[config.mk]
export PLATFORM = sky130hd
export DESIGN_NAME = float32_minifloat_repacker
export DESIGN_NICKNAME = d
export VERILOG_FILES = /design/src/hdl/mfr_pkg.sv /design/src/hdl/mfr_cfg_regs.sv /design/src/hdl/mfr_pipe_ctrl.sv /design/src/hdl/mfr_datapath.sv /design/src/hdl/float32_minifloat_repacker.sv
export SDC_FILE = /design/constraint.sdc
export NUM_CORES = 1
export LEC_CHECK = 0
export BUFFER_PORTS_ARGS = -buffer_cell sky130_fd_sc_hd__clkbuf_2
export CAP_MARGIN = 0
export CORE_MARGIN = 8
export CORE_UTILIZATION = 40
export DETAILED_ROUTE_END_ITERATION = 7
export PLACE_DENSITY = 0.56
export SETUP_SLACK_MARGIN = 0.02
export SLEW_MARGIN = 20
export SYNTH_ARGS = -nofsm -noshare
export SYNTH_HDL_FRONTEND = slang
export SYNTH_SLANG_ARGS = --single-unit
[constraint.sdc]
create_clock -name i_clk -period 9.6 [get_ports i_clk]
set_clock_uncertainty 0.05 [all_clocks]
set_input_delay 1.92 -clock i_clk [delete_from_list [all_inputs] [get_ports i_clk]]
set_output_delay 1.92 -clock i_clk [all_outputs]
set_load 0.01 [all_outputs]
[src/hdl/mfr_pkg.sv]
// Package for the float32 / minifloat repacker.
// Holds the IEEE single constants, register codes and shared struct types.
// No dependencies.
package mfr_pkg;

    localparam int F32_MAN_BITS   = 23;
    localparam int F32_EXP_BITS   = 8;
    localparam int F32_BIAS       = 127;
    localparam int F32_SIGN_SHIFT = 31;
    localparam int WORD_BITS      = 32;
    localparam int NUM_STAGES     = 3;
    localparam int PADDR_BITS     = 3;

    localparam logic [2:0] EXP_WIDTH_RESET = 3'd4;
    localparam logic [4:0] MAN_WIDTH_RESET = 5'd13;
    localparam logic [4:0] MAN_WIDTH_MAX   = 5'd23;

    localparam logic REG_EXP_WIDTH = 1'b0;
    localparam logic REG_MAN_WIDTH = 1'b1;

    localparam logic KIND_ENCODE = 1'b0;
    localparam logic KIND_DECODE = 1'b1;

    typedef struct packed {
        logic [2:0]  exp_raw;
        logic [4:0]  man_raw;
        logic [2:0]  ew;
        logic [4:0]  mw;
        logic [4:0]  shift;
        logic [4:0]  sshift;
        logic [6:0]  half;
        logic [6:0]  exp_mask;
        logic [22:0] man_mask;
    } t_cfg;

    typedef struct packed {
        logic [NUM_STAGES-1:0] en;
        logic [NUM_STAGES-1:0] vld;
    } t_pipe;

endpackage

[src/hdl/mfr_cfg_regs.sv]
// Configuration registers of the repacker behind an APB-style port.
// Derives the effective widths, shifts and masks used by the datapath.
// Depends on mfr_pkg.
module mfr_cfg_regs (
    input  logic                         i_clk,
    input  logic                         i_rst_n,
    input  logic                         psel,
    input  logic                         penable,
    input  logic                         pwrite,
    input  logic [mfr_pkg::PADDR_BITS-1:0] paddr,
    input  logic [31:0]                  pwdata,
    output logic [31:0]                  prdata,
    output mfr_pkg::t_cfg                o_cfg
);

    logic [2:0] r_exp_width;
    logic [4:0] r_man_width;
    logic       wr_en;
    logic [2:0] ew;
    logic [4:0] mw;

    assign wr_en = psel & penable & pwrite;

    always_ff @(posedge i_clk) begin
        if (!i_rst_n) begin
            r_exp_width <= mfr_pkg::EXP_WIDTH_RESET;
            r_man_width <= mfr_pkg::MAN_WIDTH_RESET;
        end else if (wr_en) begin
            case (paddr[2])
                mfr_pkg::REG_EXP_WIDTH: r_exp_width <= pwdata[2:0];
                mfr_pkg::REG_MAN_WIDTH: r_man_width <= pwdata[4:0];
                default: ;
            endcase
        end
    end

    always_comb begin
        case (paddr[2])
            mfr_pkg::REG_EXP_WIDTH: prdata = {29'd0, r_exp_width};
            mfr_pkg::REG_MAN_WIDTH: prdata = {27'd0, r_man_width};
            default:                prdata = 32'd0;
        endcase
    end

    always_comb begin
        ew = (r_exp_width == 3'd0) ? 3'd1 : r_exp_width;
        if (r_man_width == 5'd0) begin
            mw = 5'd1;
        end else if (r_man_width > mfr_pkg::MAN_WIDTH_MAX) begin
            mw = mfr_pkg::MAN_WIDTH_MAX;
        end else begin
            mw = r_man_width;
        end
        o_cfg.exp_raw  = r_exp_width;
        o_cfg.man_raw  = r_man_width;
        o_cfg.ew       = ew;
        o_cfg.mw       = mw;
        o_cfg.shift    = mfr_pkg::MAN_WIDTH_MAX - mw;
        o_cfg.sshift   = {2'd0, ew} + mw;
        o_cfg.half     = 7'd1 << (ew - 3'd1);
        o_cfg.exp_mask = 7'((8'd1 << ew) - 8'd1);
        o_cfg.man_mask = 23'((24'd1 << mw) - 24'd1);
    end

endmodule

[src/hdl/mfr_pipe_ctrl.sv]
// Valid and stage-enable control of the three-stage repacker pipeline.
// A stage loads when it is empty or when the stage after it moves on.
// Depends on mfr_pkg.
module mfr_pipe_ctrl (
    input  logic           i_clk,
    input  logic           i_rst_n,
    input  logic           i_in_valid,
    input  logic           i_out_ready,
    output mfr_pkg::t_pipe o_pipe
);

    logic [mfr_pkg::NUM_STAGES-1:0] r_vld;
    logic [mfr_pkg::NUM_STAGES-1:0] n_vld;
    logic [mfr_pkg::NUM_STAGES-1:0] en;

    always_comb begin
        en[mfr_pkg::NUM_STAGES-1] = !r_vld[mfr_pkg::NUM_STAGES-1] || i_out_ready;
        for (int k = mfr_pkg::NUM_STAGES - 2; k >= 0; k--) begin
            en[k] = !r_vld[k] || en[k+1];
        end
        n_vld = r_vld;
        if (en[0]) begin
            n_vld[0] = i_in_valid;
        end
        for (int k = 1; k < mfr_pkg::NUM_STAGES; k++) begin
            if (en[k]) begin
                n_vld[k] = r_vld[k-1];
            end
        end
    end

    always_ff @(posedge i_clk) begin
        if (!i_rst_n) begin
            r_vld <= '0;
        end else begin
            r_vld <= n_vld;
        end
    end

    assign o_pipe.en  = en;
    assign o_pipe.vld = r_vld;

endmodule

[src/hdl/mfr_datapath.sv]
// Three register stages of the repacker: round and unpack, clamp and
// extract, then assemble the result word. Depends on mfr_pkg.
module mfr_datapath (
    input  logic           i_clk,
    input  mfr_pkg::t_cfg  i_cfg,
    input  mfr_pkg::t_pipe i_pipe,
    input  logic           i_kind,
    input  logic [31:0]    i_word_in,
    input  logic           i_round_enable,
    output logic [31:0]    o_word_out
);

    logic               r_a_kind;
    logic               r_a_zero;
    logic [31:0]        r_a_word;
    logic [22:0]        r_a_man;
    logic signed [9:0]  r_a_exp;

    logic               r_b_kind;
    logic               r_b_zero;
    logic               r_b_sign;
    logic [7:0]         r_b_exp;
    logic [22:0]        r_b_man;

    logic [31:0]        r_c_word;

    logic [23:0]        a_man24;
    logic [23:0]        a_inc;
    logic               a_carry;
    logic [31:0]        a_packed;
    logic               n_a_zero;
    logic [31:0]        n_a_word;
    logic [22:0]        n_a_man;
    logic signed [9:0]  n_a_exp;

    logic signed [9:0]  b_t;
    logic signed [9:0]  b_mask_s;
    logic [6:0]         b_efield;
    logic [8:0]         b_dexp;
    logic               n_b_zero;
    logic               n_b_sign;
    logic [7:0]         n_b_exp;
    logic [22:0]        n_b_man;

    logic [31:0]        n_c_word;

    always_comb begin
        a_inc = 24'd0;
        if (i_round_enable && (i_cfg.shift != 5'd0)) begin
            a_inc = 24'd1 << (i_cfg.shift - 5'd1);
        end
        a_man24  = {1'b0, i_word_in[22:0]} + a_inc;
        a_carry  = a_man24[23];
        a_packed = i_word_in & ~(32'hFFFF_FFFF << (i_cfg.sshift + 5'd1));
        if (i_kind == mfr_pkg::KIND_DECODE) begin
            n_a_zero = (a_packed == 32'd0);
            n_a_word = a_packed;
        end else begin
            n_a_zero = (i_word_in[30:0] == 31'd0);
            n_a_word = i_word_in;
        end
        n_a_man = a_carry ? 23'd0 : a_man24[22:0];
        n_a_exp = signed'({2'b00, i_word_in[30:23]}) - 10'sd127
                + signed'({9'd0, a_carry});
    end

    always_ff @(posedge i_clk) begin
        if (i_pipe.en[0]) begin
            r_a_kind <= i_kind;
            r_a_zero <= n_a_zero;
            r_a_word <= n_a_word;
            r_a_man  <= n_a_man;
            r_a_exp  <= n_a_exp;
        end
    end

    always_comb begin
        b_t      = r_a_exp + signed'({3'd0, i_cfg.half});
        b_mask_s = signed'({3'd0, i_cfg.exp_mask});
        b_efield = 7'(i_cfg.exp_mask & 7'(r_a_word >> i_cfg.mw));
        b_dexp   = {2'd0, b_efield} + 9'd127 - {2'd0, i_cfg.half};
        if (r_a_kind == mfr_pkg::KIND_DECODE) begin
            n_b_zero = r_a_zero;
            n_b_sign = r_a_word[i_cfg.sshift];
            n_b_exp  = b_dexp[7:0];
            n_b_man  = r_a_word[22:0] & i_cfg.man_mask;
        end else begin
            n_b_zero = r_a_zero || (b_t < -10'sd1);
            n_b_sign = r_a_word[mfr_pkg::F32_SIGN_SHIFT];
            if (b_t < 10'sd0) begin
                n_b_exp = 8'd0;
            end else if (b_t > b_mask_s) begin
                n_b_exp = {1'b0, i_cfg.exp_mask};
            end else begin
                n_b_exp = {1'b0, b_t[6:0]};
            end
            n_b_man = r_a_man >> i_cfg.shift;
        end
    end

    always_ff @(posedge i_clk) begin
        if (i_pipe.en[1]) begin
            r_b_kind <= r_a_kind;
            r_b_zero <= n_b_zero;
            r_b_sign <= n_b_sign;
            r_b_exp  <= n_b_exp;
            r_b_man  <= n_b_man;
        end
    end

    always_comb begin
        if (r_b_zero) begin
            n_c_word = 32'd0;
        end else if (r_b_kind == mfr_pkg::KIND_DECODE) begin
            n_c_word = {r_b_sign, r_b_exp, 23'(r_b_man << i_cfg.shift)};
        end else begin
            n_c_word = (32'(r_b_sign) << i_cfg.sshift)
                     | (32'(r_b_exp[6:0]) << i_cfg.mw)
                     | {9'd0, r_b_man};
        end
    end

    always_ff @(posedge i_clk) begin
        if (i_pipe.en[2]) begin
            r_c_word <= n_c_word;
        end
    end

    assign o_word_out = r_c_word;

endmodule

[src/hdl/float32_minifloat_repacker.sv]
// Top level of the float32 / minifloat repacker.
// Instantiates mfr_cfg_regs, mfr_pipe_ctrl and mfr_datapath; uses mfr_pkg.
//
//   Channel   Direction   Handshake                  Payload
//   in        to block    i_in_valid / o_in_ready    i_kind, i_word_in, i_round_enable
//   out       from block  o_out_valid / i_out_ready  o_word_out
//   config    to block    APB psel/penable/pwrite    paddr, pwdata, prdata
//
// One transfer can enter every cycle while o_in_ready is high; each result passes through the
// three register stages before it is valid on the output and can transfer out.
// A stalled output stage holds its word and stalls only the stages behind it.
// Reset is synchronous and clears the stage valid bits and the configuration registers.
module float32_minifloat_repacker (
    input  logic                           i_clk,
    input  logic                           i_rst_n,
    input  logic                           i_in_valid,
    output logic                           o_in_ready,
    input  logic                           i_kind,
    input  logic [31:0]                    i_word_in,
    input  logic                           i_round_enable,
    output logic                           o_out_valid,
    input  logic                           i_out_ready,
    output logic [31:0]                    o_word_out,
    input  logic                           psel,
    input  logic                           penable,
    input  logic                           pwrite,
    input  logic [mfr_pkg::PADDR_BITS-1:0] paddr,
    input  logic [31:0]                    pwdata,
    output logic [31:0]                    prdata,
    output logic                           pready
);

    mfr_pkg::t_cfg  cfg;
    mfr_pkg::t_pipe pipe;

    assign pready = 1'b1;

    mfr_cfg_regs u_cfg (
        .i_clk   (i_clk),
        .i_rst_n (i_rst_n),
        .psel    (psel),
        .penable (penable),
        .pwrite  (pwrite),
        .paddr   (paddr),
        .pwdata  (pwdata),
        .prdata  (prdata),
        .o_cfg   (cfg)
    );

    mfr_pipe_ctrl u_ctrl (
        .i_clk       (i_clk),
        .i_rst_n     (i_rst_n),
        .i_in_valid  (i_in_valid),
        .i_out_ready (i_out_ready),
        .o_pipe      (pipe)
    );

    mfr_datapath u_dp (
        .i_clk          (i_clk),
        .i_cfg          (cfg),
        .i_pipe         (pipe),
        .i_kind         (i_kind),
        .i_word_in      (i_word_in),
        .i_round_enable (i_round_enable),
        .o_word_out     (o_word_out)
    );

    assign o_in_ready  = pipe.en[0];
    assign o_out_valid = pipe.vld[mfr_pkg::NUM_STAGES-1];

`ifndef SYNTH
    a_full_when_blocked: assert property (@(posedge i_clk) disable iff (!i_rst_n)
        !o_in_ready |-> (pipe.vld == '1))
        else $error("input blocked while a stage is empty");

    a_drain_frees_input: assert property (@(posedge i_clk) disable iff (!i_rst_n)
        (o_out_valid && i_out_ready) |-> o_in_ready)
        else $error("output transfer did not free the input");

    a_reset_empty: assert property (@(posedge i_clk)
        $past(!i_rst_n) |-> (!o_out_valid && cfg.exp_raw == mfr_pkg::EXP_WIDTH_RESET
                             && cfg.man_raw == mfr_pkg::MAN_WIDTH_RESET))
        else $error("pipeline or registers not cleared by reset");
`endif

endmodule

== Yosys cells after proc, flatten, opt, wreduce, memory -nomap -nowiden ==
Cells that the tools add are included.
Storage, ports and cells
  bits in registers: 144
  word-level logic and storage cells: 84
Operators by class
  $add $sub $neg: 13
  magnitude comparators: 5
  shift-type cells: 10
  multiplexer cells: 16
  bitwise operators: 9
  reduce and logical (&&, ||, !) cells: 15
Operator list (number)
  32-bit two-way mux: 2
  32-bit one-hot mux with 2 select lines: 1
  32-bit AND: 1
  32-bit zero test: 1
  32-bit NOT: 1
  32-bit by 23-bit bitwise OR with 32-bit output: 1
  32-bit bitwise OR: 1
  1-bit by 5-bit << shifter with 32-bit output: 1
  32-bit by 5-bit << shifter with 32-bit output (first input constant): 1
  7-bit by 5-bit << shifter with 32-bit output: 1
  32-bit by 5-bit >> shifter with 7-bit output: 1
  31-bit zero test: 1
  23-bit by 24-bit adder with 24-bit output: 1
  24-bit two-way mux: 1
  1-bit by 5-bit << shifter with 24-bit output (first input constant): 1
  23-bit AND: 1
  23-bit two-way mux: 1
  1-bit by 5-bit << shifter with 23-bit output (first input constant): 1
  23-bit by 5-bit << shifter with 23-bit output: 1
  23-bit by 5-bit >> shifter with 23-bit output: 1
  23-bit by 1-bit subtractor with 23-bit output (second input constant): 1
  10-bit by 1-bit < comparator with 1-bit output (second input constant): 2
  8-bit two-way mux: 2
  1-bit by 3-bit << shifter with 7-bit output (first input constant): 2
  other kinds (29): 40

== Depth between registers and ports, before layout ==
  word-level depth: 10
  mapped depth: 23
  mapped depth without buffers: 21

== Modules after synthesis ==
From an unflattened synthesis, not the netlist that was laid out.
Second synthesis, totals
  cells, all modules: 1514
  area total of the unflattened synthesis: 13745.7 um2
By module, submodules not included
  mfr_datapath: times used 1, cells each 1312, area each 12298.0 um2, sequential area each 3993.8 um2
  mfr_cfg_regs: times used 1, cells each 188, area each 1313.8 um2, sequential area each 160.2 um2
  mfr_pipe_ctrl: times used 1, cells each 12, area each 122.6 um2, sequential area each 60.1 um2
  float32_minifloat_repacker: times used 1, cells each 2, area each 11.3 um2, sequential area each 0.0 um2

== Worst setup path after synthesis ==
OpenSTA, ideal clock, no wires.
  kind: input to output
  start point: input port i_out_ready
  end point: output port o_in_ready
  data arrival time: 3781 ps
  slack: 3849 ps
  cell stages on the path: 2
  cells stage by stage: nor2b_1 > nand3_1
Between the ends
  cells in the longest elaborated chain, start to end: 3
RTL lines
  start, declared: RTL line float32_minifloat_repacker.sv:22  | input logic i_out_ready,
  1-bit logical OR: RTL line mfr_pipe_ctrl.sv:17  | en[mfr_pkg::NUM_STAGES-1] = !r_vld[mfr_pkg::NUM_STAGES-1] || i_out_ready;
  1-bit logical OR (2 in series): RTL line mfr_pipe_ctrl.sv:19  | en[k] = !r_vld[k] || en[k+1];
  end, declared: RTL line float32_minifloat_repacker.sv:17  | output logic o_in_ready,
Every way passes these cells.

== Worst setup path in the final report ==
  start point: register u_cfg.r_man_width[3]
  end point: register u_dp.r_a_zero, data pin
Between the ends
  cells in the longest elaborated chain, start to end: 10
RTL lines
  start, declared: RTL line mfr_cfg_regs.sv:17  | logic [4:0] r_man_width;
  start signal, assigned: RTL line mfr_cfg_regs.sv:27  | r_man_width <= mfr_pkg::MAN_WIDTH_RESET;
  start signal, assigned: RTL line mfr_cfg_regs.sv:31  | mfr_pkg::REG_MAN_WIDTH: r_man_width <= pwdata[4:0];
  5-bit > comparator: RTL line mfr_cfg_regs.sv:49  | end else if (r_man_width > mfr_pkg::MAN_WIDTH_MAX) begin
  5-bit two-way mux: RTL line mfr_cfg_regs.sv:49
  5-bit two-way mux *: RTL line mfr_cfg_regs.sv:47  | if (r_man_width == 5'd0) begin
  3-bit by 5-bit adder with 5-bit output *: RTL line mfr_cfg_regs.sv:59  | o_cfg.sshift = {2'd0, ew} + mw;
  5-bit by 1-bit adder with 5-bit output *: RTL line mfr_datapath.sv:54  | a_packed = i_word_in & ~(32'hFFFF_FFFF << (i_cfg.sshift + 5'd1));
  32-bit by 5-bit << shifter with 32-bit output *: RTL line mfr_datapath.sv:54
  32-bit NOT *: RTL line mfr_datapath.sv:54
  32-bit AND *: RTL line mfr_datapath.sv:54
  32-bit zero test *: RTL line mfr_datapath.sv:56  | n_a_zero = (a_packed == 32'd0);
  1-bit two-way mux *: RTL line mfr_datapath.sv:55  | if (i_kind == mfr_pkg::KIND_DECODE) begin
  net u_dp.n_a_zero: RTL line mfr_datapath.sv:31  | logic n_a_zero;
  end signal, assigned: RTL line mfr_datapath.sv:70  | r_a_zero <= n_a_zero;
  end, declared: RTL line mfr_datapath.sv:14  | logic r_a_zero;
Mark *: on every way through the listed nets, which the timed path passes. The rest lies on a longest branch.
A chain may end at the register's enable or synchronous reset.

==> impl_metrics.yaml <==
run_status:
  status: "finished, final reports clean"
clock_network:
  clk_pin_slew_ns: 0.06
  clk_latency_ns: 0.44
  cts.sinks: 144
  hold_buffers: 0
  cts_resized: 0
  clock_path_buffers: 2
  cts_setup_buffers: 0
  htreeDepth: 4
  cts_tree: "yes"
  cts-root-buf: "clkbuf_16"
  cts_buffers: 17
synthesis:
  synth_top_area_share_pct: 28.91
  synth_ff_type: "edfxtp_1"
  ys_ff_latch: 144
  synthCells: 1539
  yosysSeqAreaShare_pct: 30.50
  netlist_area_sq_mm: 0.01382
  avgSynthCellArea_sq_um: 8.977
  synth_cell_type_count: 98
  synthMostInstantiatedCell: "nand2_1"
  yosysTopAreaCell: "edfxtp_1"
  async_reset_ff_share_pct: 0
  synth_area_leaders: "edfxtp_1, mux2i_1, mux4_2"
  yosys_warnings: 0
  synthTopCellsByCount: "nand2_1, edfxtp_1, nor2_1"
  synth-edff-count: 133
pwr:
  leakagePower_nw: 6.025
  power.total_w: 0.001993
  p_per_area_mw_per_mm2: 133.6
  vdd_drop_max_mv: 0.1209
global_route:
  grt_pass1_wl_mm: 73.89
  antenna_found_initial: 0
  grt.total_usage_pct: 23.11
  gr-total-overflow: 0
  grt_start_max_net_pins: 69
  grt_pass1_vias: 12080
floorplan:
  initial_utilization_pct: 40.29
  core_area_sq_mm: 0.03429
  die_x_um: 201.8
  ioPinCount: 143
  std_cell_rows: 68
  die_height_um: 201.8
  design.die.area_sq_mm: 0.04074
timing:
  setup_viol: 0
  period_needed_ns: 6.397
  hold_ws_ns: 0.4518
  finalCritPeriodShare_pct: 66.63
  relSlewSlack_pct: 24.18
  finalSetupTns_ns: 0
  slew_violations: 0
  fmax_mhz: 156.3
  rsz0062_at_grt: "no"
  worstMarginPinSlew_ns: 1.121
  hold_violations: 0
critical_path:
  r2r-start: "u_cfg.r_man_width[3]"
  crit_path_top_delay_cell: "ha_1"
  ff2ff_path_depth: 16
  crit_cells: 16
  r2r_end: "u_dp.r_a_zero"
  cp-end-kind: "register"
  cp_num_buf_inv: 4
  path_cells: "buf_4 -> and2_1 -> nor3_4 -> buf_4 -> inv_6 -> ha_1 -> fa_1 -> xnor2_2 -> clkinv_2 -> ha_1 -> nand2b_1 -> a222oi_1 -> o21ai_0 -> a22oi_1 -> or4b_1 -> o21ai_1"
  cp_slowest_stage_delay_ns: 0.66
  cpLargestDelayFamily: "buffers and inverters"
  arrival_ns: 6.61
  crit_type: "reg -> reg"
  r2r_slack_ns: 3.20
  cp-start-kind: "register"
  crit_fanout: 54
  cp.required_ns: 9.82
drt:
  vias: 12720
  drt_wl_total_mm: 48.10
  antenna_left: 0
  wl_per_cell_um: 23.68
  drt_iter0_drc: 1698
  drc: 0
  dr.pass1.iters: 6
  viasPerCell: 6.261
place:
  gp_congestion: 0.9582
  dp_hpwl_mm: 35.46
  dp_cells: 1999
  portBuffers: 85
  dpl_cell_area_sq_mm: 0.01437
worst_hold_path:
  min_from: "u_cfg.r_man_width[3]"
  min_path_type: "reg -> reg"
  worstHoldEndpoint: "u_cfg.r_man_width[3]"
  whs_path_depth: 2
final_layout:
  syn_to_final_growth_pct: 8.015
  drive_gt1_share_pct: 14.34
  diodes: 0
  instances_no_fill: 2031
  nNetsFinal: 1701
  stdcell_area_sq_mm: 0.01492
flow_run:
  cap_violations: 0
worst max path at each step:
stage,startpoint,end
2_1_floorplan,i_out_ready,o_in_ready
3_3_place_gp,u_cfg.r_man_width[3],u_dp.r_a_zero
3_5_place_dp,u_cfg.r_man_width[3],u_dp.r_a_zero
4_1_cts,u_cfg.r_man_width[3],u_dp.r_a_zero
5_1_grt,u_cfg.r_man_width[3],u_dp.r_a_exp[7]
6_report,u_cfg.r_man_width[3],u_dp.r_a_zero
flip-flops by register name, summed over array words and instances (netlist names):
signal,count
u_dp.o_word_out,32
u_dp.r_a_word,32
u_dp.r_a_man,23
u_dp.r_b_man,23
u_dp.r_a_exp,10
u_dp.r_b_exp,8
u_cfg.r_man_width,5
u_cfg.r_exp_width,3
u_ctrl.r_vld,3
u_dp.r_a_kind,1
u_dp.r_a_zero,1
u_dp.r_b_kind,1
u_dp.r_b_sign,1
u_dp.r_b_zero,1
power by group:
group | internal (W) | leakage (nW) | switching (W)
Sequential | 0.000755 | 1.58 | 0.0000638
Combinational | 0.000212 | 4.18 | 0.000325
Clock | 0.000337 | 0.256 | 0.000300
kinds of logic (layout without fill, tap and decap cells):
| logic type | count (synthesis) | in the layout | synth area share, % |
|---|---|---|---|
| simple gates | 542 | 542 | 18.75 |
| compound gates | 417 | 417 | 20.55 |
| buf+inv | 180 | 189 | 6.674 |
| mux | 161 | 161 | 15.62 |
| flops | 144 | 144 | 30.50 |
| fa+ha+maj | 62 | 62 | 5.832 |
| xor+xnor | 31 | 31 | 2.020 |
| other cells | 2 | 30 | 0.05436 |
routing by layer:
| layer | share of wire [%] | up-vias | global-route usage, % | wire length [um] |
|---|---|---|---|---|
| met5 | 0 | - | 0 | 0 |
| met4 | 3.8 | 0 | 10.44 | 1805 |
| met3 | 8.3 | 100 | 4.051 | 3983 |
| met2 | 43 | 660 | 33.92 | 20880 |
| met1 | 45 | 6139 | 32.71 | 21440 |
| li1 | - | 5818 | - | - |
placed cells by master (no fill, tap or decap), types with 19 or more instances in the layout:
cell type / netlist / layout
a21oi_1: 107 / 107
mux4_2: 40 / 40
buf_4: 34 / 22
xnor2_1: 20 / 20
clkbuf_2: 0 / 85
nor2_1: 131 / 131
mux2i_1: 108 / 108
edfxtp_1: 133 / 133
inv_1: 45 / 44
and2_1: 19 / 19
ha_1: 58 / 58
conb_1: 2 / 30
nor3_1: 42 / 42
nand3_1: 34 / 33
nor2b_1: 31 / 31
o21ai_0: 73 / 73
a21o_1: 19 / 19
nand2_1: 189 / 189
tightest hold or removal path, stage by stage, from the launching register on:
cell and delay [ns]:
dfxtp_1 0.34, mux2i_1 0.08, nand2_1 0.05
final cells by class:
class                           count  area (sq um)
Fill cell                        3370         19360
Timing Repair Buffer              107         590.6
Inverter                           50         196.4
Sequential cell                   144          4215
Multi-Input combinational cell   1243          8802
Tap cell                          455         569.3
Clock inverter                     15         123.9
Clock buffer                       17         425.4
through the flow:
| stage | setup WS [ns] | utilization [%] |
|---|---|---|
| 3_5_place_dp | 3.305 | 41.92 |
| 6_report | 3.203 | 43.52 |
| 5_1_grt | 2.848 | 43.52 |
| 2_1_floorplan | 3.849 | - |
| 3_3_place_gp | 3.376 | 41.92 |
| 4_1_cts | 3.282 | 43.52 |
Note: power is estimated with default switching activity, not from simulation.
